## config.mk

```make
export PLATFORM = sky130hd
export DESIGN_NAME = window_level_gray_stretch_flip_top
export DESIGN_NICKNAME = d
export VERILOG_FILES = /design/src/rtl/wlgsf_pkg.sv /design/src/rtl/wlgsf_divider.sv /design/src/rtl/window_level_gray_stretch_flip_top.sv
export SDC_FILE = /design/constraint.sdc
export NUM_CORES = 1
export LEC_CHECK = 0
export BUFFER_PORTS_ARGS = -buffer_cell sky130_fd_sc_hd__buf_2
export CAP_MARGIN = 0
export CORE_MARGIN = 5
export CORE_UTILIZATION = 30
export DETAILED_ROUTE_END_ITERATION = 10
export PLACE_DENSITY = 0.52
export SETUP_SLACK_MARGIN = 0.05
export SLEW_MARGIN = 20
export SYNTH_ARGS = -nofsm -noshare
export SYNTH_HDL_FRONTEND = slang
export SYNTH_HIERARCHICAL = 1
export SYNTH_SLANG_ARGS = --single-unit
```

## constraint.sdc

```tcl
create_clock -name clk -period 12.9 [get_ports clk]
set_input_delay 0.645 -clock clk [delete_from_list [all_inputs] [get_ports clk]]
set_output_delay 0.645 -clock clk [all_outputs]
set_load 0.005 [all_outputs]
```

## src/rtl/wlgsf_pkg.sv

```systemverilog
package wlgsf_pkg;

    // field widths
    localparam int PIX_W  = 16;
    localparam int GRAY_W = 8;
    localparam int DEST_W = 24;
    localparam int DIM_W  = 13;

    // frame limits and counter widths
    localparam int MAX_WIDTH  = 4096;
    localparam int MAX_HEIGHT = 4096;
    localparam int COL_W      = $clog2(MAX_WIDTH);
    localparam int ROW_W      = $clog2(MAX_HEIGHT);

    // divider: one quotient bit per step
    localparam int DIV_STEPS = GRAY_W;
    localparam int STEP_W    = $clog2(DIV_STEPS);

    localparam logic [GRAY_W-1:0] GRAY_WHITE = '1;
    localparam logic [GRAY_W-1:0] GRAY_BLACK = '0;

    // configuration register indexes
    localparam int CFG_IDX_W = 2;
    localparam logic [CFG_IDX_W-1:0] CFG_LOW    = 2'd0;
    localparam logic [CFG_IDX_W-1:0] CFG_HIGH   = 2'd1;
    localparam logic [CFG_IDX_W-1:0] CFG_WIDTH  = 2'd2;
    localparam logic [CFG_IDX_W-1:0] CFG_HEIGHT = 2'd3;

    // register reset values
    localparam logic [PIX_W-1:0] LOW_RESET    = 16'sd0;
    localparam logic [PIX_W-1:0] HIGH_RESET   = 16'sd255;
    localparam logic [DIM_W-1:0] WIDTH_RESET  = DIM_W'(MAX_WIDTH);
    localparam logic [DIM_W-1:0] HEIGHT_RESET = DIM_W'(MAX_HEIGHT);

    // request to the shared divider
    typedef struct packed {
        logic             start;
        logic [PIX_W-1:0] num;
        logic [PIX_W-1:0] den;
    } div_req_t;

    // zero acts as one, anything above the limit acts as the limit
    function automatic logic [DIM_W-1:0] clamp_dim(
        input logic [DIM_W-1:0] v,
        input logic [DIM_W-1:0] maxv
    );
        logic [DIM_W-1:0] r;
        begin
            r = v;
            if (v == '0)
            begin
                r = DIM_W'(1);
            end
            else if (v > maxv)
            begin
                r = maxv;
            end
            return r;
        end
    endfunction

endpackage

```

## src/rtl/wlgsf_divider.sv

```systemverilog
module wlgsf_divider (
    input  logic                           clk,
    input  logic                           rst_n,
    input  wlgsf_pkg::div_req_t            req,
    output logic                           done,
    output logic [wlgsf_pkg::GRAY_W-1:0]   quotient
);
    import wlgsf_pkg::*;

    logic              busy_reg;
    logic              done_reg;
    logic [STEP_W-1:0] step_reg;
    logic [PIX_W-1:0]  rem_reg;
    logic [PIX_W-1:0]  den_reg;
    logic [GRAY_W-1:0] quo_reg;

    logic [PIX_W:0]    shifted;
    logic [PIX_W+1:0]  trial;

    // restoring step: remainder stays below the divisor
    always_comb
    begin
        shifted = {rem_reg, 1'b0};
        trial   = {1'b0, shifted} - {2'b00, den_reg};
    end

    always_ff @(posedge clk or negedge rst_n)
    begin
        if (!rst_n)
        begin
            busy_reg <= 1'b0;
            done_reg <= 1'b0;
            step_reg <= '0;
        end
        else if (req.start)
        begin
            busy_reg <= 1'b1;
            done_reg <= 1'b0;
            step_reg <= '0;
        end
        else if (busy_reg)
        begin
            step_reg <= step_reg + STEP_W'(1);
            if (step_reg == STEP_W'(DIV_STEPS - 1))
            begin
                busy_reg <= 1'b0;
                done_reg <= 1'b1;
            end
        end
        else
        begin
            done_reg <= 1'b0;
        end
    end

    always_ff @(posedge clk)
    begin
        if (req.start)
        begin
            rem_reg <= req.num;
            den_reg <= req.den;
            quo_reg <= '0;
        end
        else if (busy_reg)
        begin
            if (!trial[PIX_W+1])
            begin
                rem_reg <= trial[PIX_W-1:0];
                quo_reg <= {quo_reg[GRAY_W-2:0], 1'b1};
            end
            else
            begin
                rem_reg <= shifted[PIX_W-1:0];
                quo_reg <= {quo_reg[GRAY_W-2:0], 1'b0};
            end
        end
    end

    assign done     = done_reg;
    assign quotient = quo_reg;

endmodule

```

## src/rtl/window_level_gray_stretch_flip_top.sv

```systemverilog
// window/level gray stretch with a vertically flipped destination address
//
// input channel: pixel with in_valid / in_ready, raster order, rows first.
// output channel: gray, dest_index, frame_end with out_valid / out_ready,
// exactly one output transaction per input transaction, in order.
// config port: cfg_we, cfg_index / cfg_data (low, high, width, height);
// the user writes only while no pixel is in flight, unchecked by the block.
//
// timing: an input transaction is taken, then a setup state, eight
// steps of the shared restoring divider (one quotient bit per step) and
// a hand-off through the done state to the output register. in_ready
// comes back only when that result leaves the done state, so a pixel
// is not taken before the one ahead of it has been through the divider.
// the output register holds a finished result while the receiver stalls,
// and the next pixel may already be accepted and worked on meanwhile;
// a second finished result waits in the last state until the output
// register is free.
// reset: thresholds return to 0 / 255, width and height to 4096, the
// column and row counters to zero, no output is pending.
module window_level_gray_stretch_flip_top (
    input  logic                              clk,
    input  logic                              rst_n,
    // configuration
    input  logic                              cfg_we,
    input  logic [wlgsf_pkg::CFG_IDX_W-1:0]   cfg_index,
    input  logic [wlgsf_pkg::PIX_W-1:0]       cfg_data,
    // pixel input
    input  logic                              in_valid,
    output logic                              in_ready,
    input  logic signed [wlgsf_pkg::PIX_W-1:0] pixel,
    // result output
    output logic                              out_valid,
    input  logic                              out_ready,
    output logic [wlgsf_pkg::GRAY_W-1:0]      gray,
    output logic [wlgsf_pkg::DEST_W-1:0]      dest_index,
    output logic                              frame_end
);
    import wlgsf_pkg::*;

    typedef enum logic [3:0] {
        ST_IDLE  = 4'b0001,
        ST_SETUP = 4'b0010,
        ST_DIV   = 4'b0100,
        ST_DONE  = 4'b1000
    } state_t;

    state_t state_reg, state_next;

    // configuration registers
    logic signed [PIX_W-1:0] low_reg;
    logic signed [PIX_W-1:0] high_reg;
    logic [DIM_W-1:0]        width_reg;
    logic [DIM_W-1:0]        height_reg;

    // frame position of the next pixel
    logic [COL_W-1:0] col_count_reg;
    logic [ROW_W-1:0] row_count_reg;

    // per-pixel work registers
    logic signed [PIX_W-1:0] pix_reg;
    logic [COL_W-1:0]        col_reg;
    logic [ROW_W-1:0]        flip_reg;
    logic                    fend_reg;
    logic                    white_reg;
    logic                    black_reg;
    logic [DEST_W-1:0]       prod_reg;

    // output register
    logic                    out_valid_reg;
    logic [GRAY_W-1:0]       gray_reg;
    logic [DEST_W-1:0]       dest_reg;
    logic                    frame_end_reg;

    logic [DIM_W-1:0]  w_eff;
    logic [DIM_W-1:0]  h_eff;
    logic [COL_W-1:0]  w_m1;
    logic [ROW_W-1:0]  h_m1;
    logic              row_end;
    logic              last_pix;
    logic [ROW_W-1:0]  flip_row;
    logic              in_take;
    logic              out_load;
    logic [PIX_W:0]    num_wide;
    logic [PIX_W:0]    den_wide;
    logic [COL_W+DIM_W-1:0] prod_full;
    logic [GRAY_W-1:0] gray_sel;

    div_req_t          div_req;
    logic              div_done;
    logic [GRAY_W-1:0] div_quo;

    // ---------------------------------------------------------------
    // frame geometry: out-of-range sizes are clamped, a counter past
    // the size closes the row or frame, and the flipped row is 0 then
    // ---------------------------------------------------------------
    always_comb
    begin
        w_eff    = clamp_dim(width_reg, DIM_W'(MAX_WIDTH));
        h_eff    = clamp_dim(height_reg, DIM_W'(MAX_HEIGHT));
        w_m1     = COL_W'(w_eff - DIM_W'(1));
        h_m1     = ROW_W'(h_eff - DIM_W'(1));
        row_end  = (col_count_reg >= w_m1);
        last_pix = row_end && (row_count_reg >= h_m1);
        flip_row = (row_count_reg <= h_m1) ? (h_m1 - row_count_reg) : '0;
    end

    assign in_ready = (state_reg == ST_IDLE);
    assign in_take  = in_valid && in_ready;

    // output register is free, or its transaction completes this cycle
    assign out_load = (state_reg == ST_DONE) && (!out_valid_reg || out_ready);

    // ---------------------------------------------------------------
    // sequencer
    // ---------------------------------------------------------------
    always_comb
    begin
        state_next = state_reg;
        case (state_reg)
            ST_IDLE:
            begin
                if (in_take)
                begin
                    state_next = ST_SETUP;
                end
            end
            ST_SETUP:
            begin
                state_next = ST_DIV;
            end
            ST_DIV:
            begin
                if (div_done)
                begin
                    state_next = ST_DONE;
                end
            end
            ST_DONE:
            begin
                if (out_load)
                begin
                    state_next = ST_IDLE;
                end
            end
            default:
            begin
                state_next = ST_IDLE;
            end
        endcase
    end

    always_ff @(posedge clk or negedge rst_n)
    begin
        if (!rst_n)
        begin
            state_reg <= ST_IDLE;
        end
        else
        begin
            state_reg <= state_next;
        end
    end

    // ---------------------------------------------------------------
    // configuration writes
    // ---------------------------------------------------------------
    always_ff @(posedge clk or negedge rst_n)
    begin
        if (!rst_n)
        begin
            low_reg    <= LOW_RESET;
            high_reg   <= HIGH_RESET;
            width_reg  <= WIDTH_RESET;
            height_reg <= HEIGHT_RESET;
        end
        else if (cfg_we)
        begin
            case (cfg_index)
                CFG_LOW:    low_reg    <= cfg_data;
                CFG_HIGH:   high_reg   <= cfg_data;
                CFG_WIDTH:  width_reg  <= cfg_data[DIM_W-1:0];
                CFG_HEIGHT: height_reg <= cfg_data[DIM_W-1:0];
                default:
                begin
                end
            endcase
        end
    end

    // ---------------------------------------------------------------
    // position counters advance on every accepted pixel
    // ---------------------------------------------------------------
    always_ff @(posedge clk or negedge rst_n)
    begin
        if (!rst_n)
        begin
            col_count_reg <= '0;
            row_count_reg <= '0;
        end
        else if (in_take)
        begin
            if (row_end)
            begin
                col_count_reg <= '0;
                row_count_reg <= last_pix ? '0 : row_count_reg + ROW_W'(1);
            end
            else
            begin
                col_count_reg <= col_count_reg + COL_W'(1);
            end
        end
    end

    // ---------------------------------------------------------------
    // setup: window tests, divider operands, row offset multiply
    // ---------------------------------------------------------------
    always_comb
    begin
        num_wide  = {pix_reg[PIX_W-1], pix_reg} - {low_reg[PIX_W-1], low_reg};
        den_wide  = {high_reg[PIX_W-1], high_reg} - {low_reg[PIX_W-1], low_reg};
        prod_full = (COL_W+DIM_W)'(flip_reg) * (COL_W+DIM_W)'(w_eff);

        div_req.start = (state_reg == ST_SETUP);
        div_req.num   = num_wide[PIX_W-1:0];
        div_req.den   = den_wide[PIX_W-1:0];
    end

    always_ff @(posedge clk)
    begin
        if (in_take)
        begin
            pix_reg  <= pixel;
            col_reg  <= col_count_reg;
            flip_reg <= flip_row;
            fend_reg <= last_pix;
        end
        if (state_reg == ST_SETUP)
        begin
            // white test wins when the thresholds cross
            white_reg <= (pix_reg >= high_reg);
            black_reg <= (pix_reg <= low_reg);
            prod_reg  <= prod_full[DEST_W-1:0];
        end
    end

    // shared divider: floor(256 * (pixel - low) / (high - low))
    wlgsf_divider u_div (
        .clk      (clk),
        .rst_n    (rst_n),
        .req      (div_req),
        .done     (div_done),
        .quotient (div_quo)
    );

    // ---------------------------------------------------------------
    // output register
    // ---------------------------------------------------------------
    always_comb
    begin
        if (white_reg)
        begin
            gray_sel = GRAY_WHITE;
        end
        else if (black_reg)
        begin
            gray_sel = GRAY_BLACK;
        end
        else
        begin
            gray_sel = div_quo;
        end
    end

    always_ff @(posedge clk or negedge rst_n)
    begin
        if (!rst_n)
        begin
            out_valid_reg <= 1'b0;
        end
        else if (out_load)
        begin
            out_valid_reg <= 1'b1;
        end
        else if (out_ready)
        begin
            out_valid_reg <= 1'b0;
        end
    end

    always_ff @(posedge clk)
    begin
        if (out_load)
        begin
            gray_reg      <= gray_sel;
            dest_reg      <= prod_reg + DEST_W'(col_reg);
            frame_end_reg <= fend_reg;
        end
    end

    assign out_valid  = out_valid_reg;
    assign gray       = gray_reg;
    assign dest_index = dest_reg;
    assign frame_end  = frame_end_reg;

endmodule

```

# --- Word level (Yosys, flattened, before mapping) ---
# Cells that the tools add are included.
op_classes:
  n_reduce_logical: 16
  magnitude_cmp: 7
  n_mux: 25
  mul: 1
  eq_ne: 12
  add_sub_neg: 10
op_table:
  columns: ["op", "n"]
  rows:
  - ["$mux W12", 4]
  - ["$mux W16", 3]
  - ["$sub A16 B16 Y16", 2]
  - ["$gt A13 B13 Y1 const B", 2]
  - ["$logic_not A13 Y1", 2]
  - ["$mux W13", 2]
  - ["$add A12 B1 Y12 const B", 2]
  - ["$add A24 B12 Y24", 1]
  - ["$ge A12 B12 Y1", 2]
  - ["$mul A12 B13 Y24", 1]
  - ["$sub A12 B1 Y12 const B", 2]
  - ["$sub A17 B16 Y18", 1]
  - ["$ge A16 B16 Y1", 1]
  - ["$le A16 B16 Y1", 1]
  - ["$pmux W4 S4", 1]
  - ["$le A12 B12 Y1", 1]
  - ["$mux W4", 3]
  - ["$sub A12 B12 Y12", 1]
  - ["$reduce_and A2 Y1", 5]
  - ["$mux W1", 9]
  - ["$mux W8", 1]
  - ["$mux W3", 2]
  - ["$eq A2 B2 Y1 const B", 2]
  - ["$eq A4 B1 Y1 const B", 1]
  - ["15 further kinds", 19]
word_totals:
  in_bits: 39
  output_inout_bits: 35
  elab_cells: 95
  regBits: 232

# --- Longest topological paths before layout ---
# Gate-level depths: netlist of the first run.
logic_depth:
  depth_word: 7
  mapped_depth: 26
  depth_no_buf: 24

# --- Modules after synthesis ---
# The synthesis of the first run kept the hierarchy.
modules_own_cells:
  columns: ["module", "n_inst", "seq_area_each_um2", "area_per_inst_um2", "cells_each"]
  rows:
  - ["window_level_gray_stretch_flip_top", 1, 5193.7, 15743.8, 1608]
  - ["wlgsf_divider", 1, 1246.2, 2907.8, 272]

# --- Worst setup path before layout of the first run ---
# OpenSTA, ideal clock, no wires.
synth_path:
  path_type: "reg2reg"
  startpoint: "reg width_reg[4]"
  endpoint: "reg prod_reg[23] (data pin)"
  setup_time_ns: 0.260
  slack_ns: 6.802
  n_path_buf: 2
  path_stages_with_launch: 25
  arrival_time_ns: 5.838
  period_less_slack_ns: 6.098
  path_cell_list: "dfrtp_1 > buf_6 > nor4_4 > nand4b_2 > or4_1 > nand2_2 > and2_1 > buf_4 > nand2_1 > fa_1 > fa_1 > inv_1 > ha_1 > fa_1 > inv_1 > fa_1 > inv_1 > ha_1 > o21a_1 > o21a_1 > a31oi_1 > o21ai_0 > a21oi_1 > o21ai_0 > xnor2_1"
synth_via:
  elab_chain_cells: 4
  word_cells_on_any_way: 5
  cone_classes: "1 x mul; 1 x order compare; 2 x mux; 1 x reduce/logical"
synth_lines:
  columns: ["item", "line_no", "source"]
  rows:
  - ["start, declared", "window_level_gray_stretch_flip_top.sv:52", "logic [DIM_W-1:0] width_reg;"]
  - ["start signal, assigned", "window_level_gray_stretch_flip_top.sv:181", "CFG_WIDTH: width_reg <= cfg_data[DIM_W-1:0];"]
  - ["$gt A13 B13 Y1", "wlgsf_pkg.sv:54", "else if (v > maxv)"]
  - ["$mux W13", "wlgsf_pkg.sv:54", null]
  - ["$mux W13 (*)", "wlgsf_pkg.sv:50", "if (v == '0)"]
  - ["$mul A12 B13 Y24 (*)", "window_level_gray_stretch_flip_top.sv:221", "prod_full = (COL_W+DIM_W)'(flip_reg) * (COL_W+DIM_W)'(w_eff);"]
  - ["via prod_full[23]", "window_level_gray_stretch_flip_top.sv:85", "logic [COL_W+DIM_W-1:0] prod_full;"]
  - ["end signal, assigned", "window_level_gray_stretch_flip_top.sv:242", "prod_reg <= prod_full[DEST_W-1:0];"]
  - ["end, declared", "window_level_gray_stretch_flip_top.sv:66", "logic [DEST_W-1:0] prod_reg;"]
# The timed path passes the listed nets; every way through them passes the cells marked *.
# A chain may end at the register's enable or synchronous reset.

# --- Final worst setup path of the first run ---
# Same ends and word-level chain as after synthesis.

==> flow_summary.yaml, run 1 <==
status:
  status: "finished, final reports clean"
global_route:
  grt_max_degree: 75
  grt_pass1_vias: 13750
  grt_pass1_wl_um: 73750
  grt-ovfl-total: 0
  antenna_found_initial: 0
  grt_use_total_pct: 13.32
cells_and_area:
  nets: 2252
  stdcell_area_um2: 20780
  final_cells: 2794
  fill_cells: 6280
  layout-drive-gt1-share_pct: 11.50
  syn_to_final_growth_pct: 11.43
  antennaDiodeCount: 0
clock_network:
  cts_tree: "yes"
  clock_path_buffers: 3
  root_buffer: "clkbuf_16"
  cts.sinks: 232
  clk_latency_ps: 580
  cts_setup_buffers: 0
  tritoncts.num_buffers: 28
  postCtsResizedCells: 0
  h-tree-depth: 1
  clk_transition_reported_paths_ps: 70
setup_path:
  crit_start: "width_reg[4]"
  worst-endpoint-required_ps: 13190
  cp.arrival_ps: 7250
  cp_max_fo: 13
  timing.rr.end: "prod_reg[23]"
  r2r_start: "width_reg[4]"
  endpoint_kind: "flop"
  start_kind: "flop"
  endpoint: "prod_reg[23]"
  rrSetupSlack_ps: 5940
  path_class: "reg -> reg"
  r2r_cells: 22
logic_synthesis:
  yosys.area.top_type_share_pct: 21.25
  synthesis.area_um2: 18650
  ys_warn_count: 6
  synth_edf_count: 132
  synth_cell_types: 91
  synth_fp_nets: 2197
  synth_cells: 1880
  ys_seq_area_share_pct: 34.53
  yosysMostFrequentCell: "inv_1"
  yosys-top-cells-count: "inv_1 (248), nand2_1 (196), ha_1 (164)"
  synthArstFlopShare_pct: 39.66
  synth_area_leaders: "edfxtp_1 (21%), fa_1 (12%), ha_1 (11%), dfrtp_1 (11%), inv_1 (5.0%)"
  ys_ff_latch: 232
  synth_top_area_cell: "edfxtp_1"
  avgSynthCellArea_um2: 9.921
  synth_ff_type: "edfxtp_1"
routing:
  ant_nets: 0
  vias: 13390
  routed_wl_um: 45160
  drtIter0Drc: 631
  dr.pass1.iters: 5
  vias_per_cell: 4.791
  wl_per_cell_um: 16.16
  drc: 0
sta:
  min_period_ps: 6960
  rsz0062_at_grt: "false"
  whs_ps: 237.4
  slew_viol_final: 0
  tns_ps: 0
  finClkSkew_ps: 39.89
  hold_viol_final: 0
  slew_headroom_pct: 31.45
  worstMarginPinSlew_ps: 1026
  setup_viol: 0
  min_period_over_period_pct: 53.95
  fmax_mhz: 143.7
die:
  die_h_um: 259.3
  die_w_um: 259.3
  io_pins: 74
  dieArea_um2: 67260
  fp-row-count: 91
  fp.coreArea_um2: 61600
  start_util_pct: 30.28
min_path:
  worstHoldPathType: "in -> reg"
placed_design:
  dp_hpwl_um: 34600
  place_congestion: 0.8473
  dp.cells: 2741
  port_buffers: 73
  placed_cell_area_um2: 19860
run:
  cap_violations: 0
pwr:
  peakVddDrop_uv: 234.2
  power.density_nw_per_um2: 268.9
  p_leak_nw: 9.108
## power breakdown
part           leakage, nW  switching, mW  total [mW]  internal, mW
Clock                0.454          0.323       0.789         0.465
Sequential            2.43          0.199        1.36          1.16
Combinational         6.22           1.98        3.44          1.47
## metrics by stage
stage          power (mW)  worst slack [ps]  util, %
3_5_place_dp        4.809              5953    32.24
6_report            5.588              5940    33.74
2_1_floorplan       4.011              6802        -
5_1_grt             6.184              5491    33.74
4_1_cts             5.649              5926    33.74
3_3_place_gp        4.749              6161    32.24
## worst max-delay path, stage by stage (launching register included)
cell and delay, ps:
dfrtp_1 500, nor4_4 450, nand4b_2 190, nor4_1 280, nor2_1 70, nor2_1 690
nand2_1 190, fa_1 540, fa_1 540, inv_1 50, fa_1 430, fa_1 510
inv_1 50, fa_1 530, inv_1 40, ha_1 370, a21oi_1 160, o21ai_0 100
a31oi_1 350, o21ai_0 140, a21oi_1 230, o21ai_0 130, xnor2_1 140
## cell usage in the layout, fill, tap and decap left out, types with 51 or more instances in the layout
cell type and n:
inv_1 248, nand2_1 196, ha_1 164, edfxtp_1 132
fa_1 114, nor2_1 95, dfrtp_1 81, a21oi_1 79
xnor2_1 73, buf_2 72, o21ai_0 67, and2_1 51
## per-layer routing
layer | global-route usage [%] | routed length (um)
met1 | 19.02 | 21930
met2 | 21.68 | 20680
met3 | 1.809 | 1747
met4 | 2.892 | 801
met5 | 0 | 0
## final cells by class
type | count | area, um^2 | share of cell area [%]
clock buffers | 34 | 733.2 | 3.528
clock inverters | 18 | 182.7 | 0.8789
inverters | 249 | 934.6 | 4.497
multi-input cells | 1337 | 10970 | 52.78
flip-flops and latches | 232 | 6440 | 30.99
well taps | 837 | 1047 | 5.039
repair buffers | 87 | 475.5 | 2.288
## cells by family after synthesis
| logic type | synth area share (%) |
|---|---|
| buffers and inverters | 6.748 |
| multiplexers | 3.354 |
| flip-flops | 34.53 |
| XOR/XNOR | 4.884 |
| AO/OA/AOI/OAI | 12.40 |
| adder cells (fa/ha/maj) | 23.24 |
| AND/OR/NAND/NOR | 14.85 |
## worst min path at each step
stage | endpoint | from | cells past startpoint
6_report | pix_reg[10] | pixel[10] | 1
5_1_grt | pix_reg[7] | pixel[7] | 1
4_1_cts | pix_reg[15] | pixel[15] | 1
3_5_place_dp | frame_end | fend_reg | 0
3_3_place_gp | frame_end | fend_reg | 0
2_1_floorplan | col_count_reg[0] | rst_n | 0
## what timing repair did
| item | in CTS | in global routing |
|---|---|---|
| hold buffers | 1 | 0 |
| setup endpoints to repair | 0 | 0 |
| hold endpoints to repair | 21 | 0 |
No activity file was read; power rests on OpenSTA's default activity.
==> run 2, diff against run 1 <==
Settings changed: PLACE_DENSITY 0.52 to 0.53.
Clock period 12.9 ns to 6.2 ns, I/O delays scaled along.
==> run 2 against run 1 <==
Compared with the run above: clock-buffer cell count rose by 4; largest power group unchanged; sequential share of layout area fell by 1.1 points; non-clock buffer count rose by 55; die area did not move; sequential cell count did not move; critical path depth rose by 2; clock skew fell by 14 ps; utilization rose by 1.2 points; power rose by 130%; clock power rose by 120%; maximum frequency rose by 14%.
==> flow_summary.yaml, run 2 (synthesis results as in run 1) <==
status:
  status: "finished, final reports clean"
routing:
  drtIter0Drc: 686
  routed_wl_um: 45000
  ant_nets: 0
  vias_per_cell: 4.805
  vias: 13700
  drc: 0
  wl_per_cell_um: 15.78
  dr.pass1.iters: 5
placed_design:
  dp.cells: 2771
  dp_hpwl_um: 34760
  port_buffers: 73
  place_congestion: 0.8461
global_route:
  grt_use_total_pct: 13.34
  antenna_found_initial: 0
  grt_pass1_wl_um: 74900
  grt_max_degree: 75
  grt-ovfl-total: 0
  grt_pass1_vias: 14250
pwr:
  p_leak_nw: 9.415
  clockPowerShare_pct: 13.4
  peakVddDrop_uv: 555.7
  switchingPower_mw: 5.515
  power_frac_comb_pct: 64.4
  totalPowerFinal_mw: 12.71
  power.density_nw_per_um2: 590.0
  power_frac_seq_pct: 22.2
  power.internal_mw: 7.195
  power_switching_share_pct: 43.39
die:
  die_h_um: 259.3
  fp.coreArea_um2: 61600
  dieArea_um2: 67260
  start_util_pct: 30.28
  io_pins: 74
  die_w_um: 259.3
  fp-row-count: 91
cells_and_area:
  layout_common_cells: "inv_1 (240), nand2_1 (193), ha_1 (153)"
  nets: 2308
  final_cells: 2851
  antennaDiodeCount: 0
  layout-drive-gt1-share_pct: 15.14
  syn_to_final_growth_pct: 15.50
  mostFrequentLayoutCell: "inv_1"
sta:
  tns_ps: 0
  finClkSkew_ps: 26.35
  slew_headroom_pct: 32.50
  slew_viol_final: 0
  min_period_ps: 6078
  worstMarginPinSlew_ps: 1009
  setup_viol: 0
  fmax_mhz: 164.5
  hold_viol_final: 0
  min_period_over_period_pct: 98.04
  whs_ps: 48.75
  rsz0062_at_grt: "true"
clock_network:
  cts.sinks: 232
  clock_path_buffers: 3
  clk_latency_ps: 590
  cts_tree: "yes"
  root_buffer: "clkbuf_16"
  tritoncts.num_buffers: 29
  h-tree-depth: 1
  clk_transition_reported_paths_ps: 60
setup_path:
  rrSetupSlack_ps: 120
  start_kind: "flop"
  cp.arrival_ps: 6390
  worst-endpoint-required_ps: 6510
  endpoint_kind: "flop"
  r2r_cells: 24
  path_class: "reg -> reg"
  timing.rr.end: "prod_reg[21]"
  cp_max_fo: 5
  r2r_start: "width_reg[2]"
run:
  cap_violations: 0
min_path:
  holdCritStartpoint: "cfg_data[11]"
  whs_path_depth: 3
  worstHoldPathType: "in -> reg"
  min_to: "low_reg[11]"
run 2: worst max-delay path by stage:
stage	slack [ps]	endpoint	depth (start not counted)	start
2_1_floorplan	100	prod_reg[23]	24	width_reg[4]
3_3_place_gp	90	prod_reg[23]	23	width_reg[4]
3_5_place_dp	20	prod_reg[23]	24	width_reg[4]
4_1_cts	30	prod_reg[22]	22	width_reg[4]
5_1_grt	-170	prod_reg[21]	24	width_reg[5]
6_report	120	prod_reg[21]	24	width_reg[2]
run 2: cell type report:
class | count | area, um^2
fill | 6196 | 40060
multi-input combinational | 1337 | 11190
sequential | 232 | 6440
tap | 837 | 1047
timing repair buffer | 142 | 955.9
inverter | 249 | 934.6
clock buffer | 38 | 830.8
clock inverter | 16 | 138.9
run 2: metal layers:
layer	track usage (%)	wire length (um)	vias up	part of all wire (%)
li1	-	-	6654	-
met1	18.53	21400	6738	48
met2	22.21	20870	251	46
met3	2.013	1816	57	4.0
met4	2.847	912	0	2.0
met5	0	0	-	0
run 2: worst max-delay path, stage by stage, from the launching register on:
cell      delay [ps]
dfrtp_1          410
nor4_4           350
nand4b_4         150
or4_4            560
nand2_2           90
and2_4           190
buf_6            110
nand2_4           40
fa_2             410
fa_2             550
inv_2             40
ha_4             250
inv_2             30
fa_1             530
inv_1             50
fa_1             490
ha_4             310
o211ai_1         100
o211ai_1         320
a31oi_1          150
buf_4            160
o21a_1           160
o21ai_1          120
a21oi_1           90
xnor2_1          130
run 2: metrics by stage:
stage | instance area, um^2 | setup WS [ps] | utilization, %
2_1_floorplan | 18650 | 102.4 | -
3_3_place_gp | 20100 | 91.01 | 32.62
3_5_place_dp | 20100 | 19.80 | 32.62
4_1_cts | 21270 | 30.91 | 34.53
5_1_grt | 21540 | -172.0 | 34.97
6_report | 21540 | 121.6 | 34.97
run 2: power groups by stage:
| stage | Clock (mW) | Combinational, mW | Sequential (mW) |
|---|---|---|---|
| 2_1_floorplan | 0 | 5.73 | 2.61 |
| 3_3_place_gp | 0 | 7.34 | 2.83 |
| 3_5_place_dp | 0 | 7.44 | 2.84 |
| 4_1_cts | 1.76 | 7.52 | 2.82 |
| 5_1_grt | 1.81 | 9.34 | 2.87 |
| 6_report | 1.70 | 8.19 | 2.82 |
run 2: timing repair:
action / CTS / global route
endpoints found under the hold margin: 40 / 0
buffers inserted: 0 / 6
gates resized for setup: 2 / 47
hold buffers: 20 / 0
pin swaps: 1 / 47
setup endpoints to repair: 4 / 9
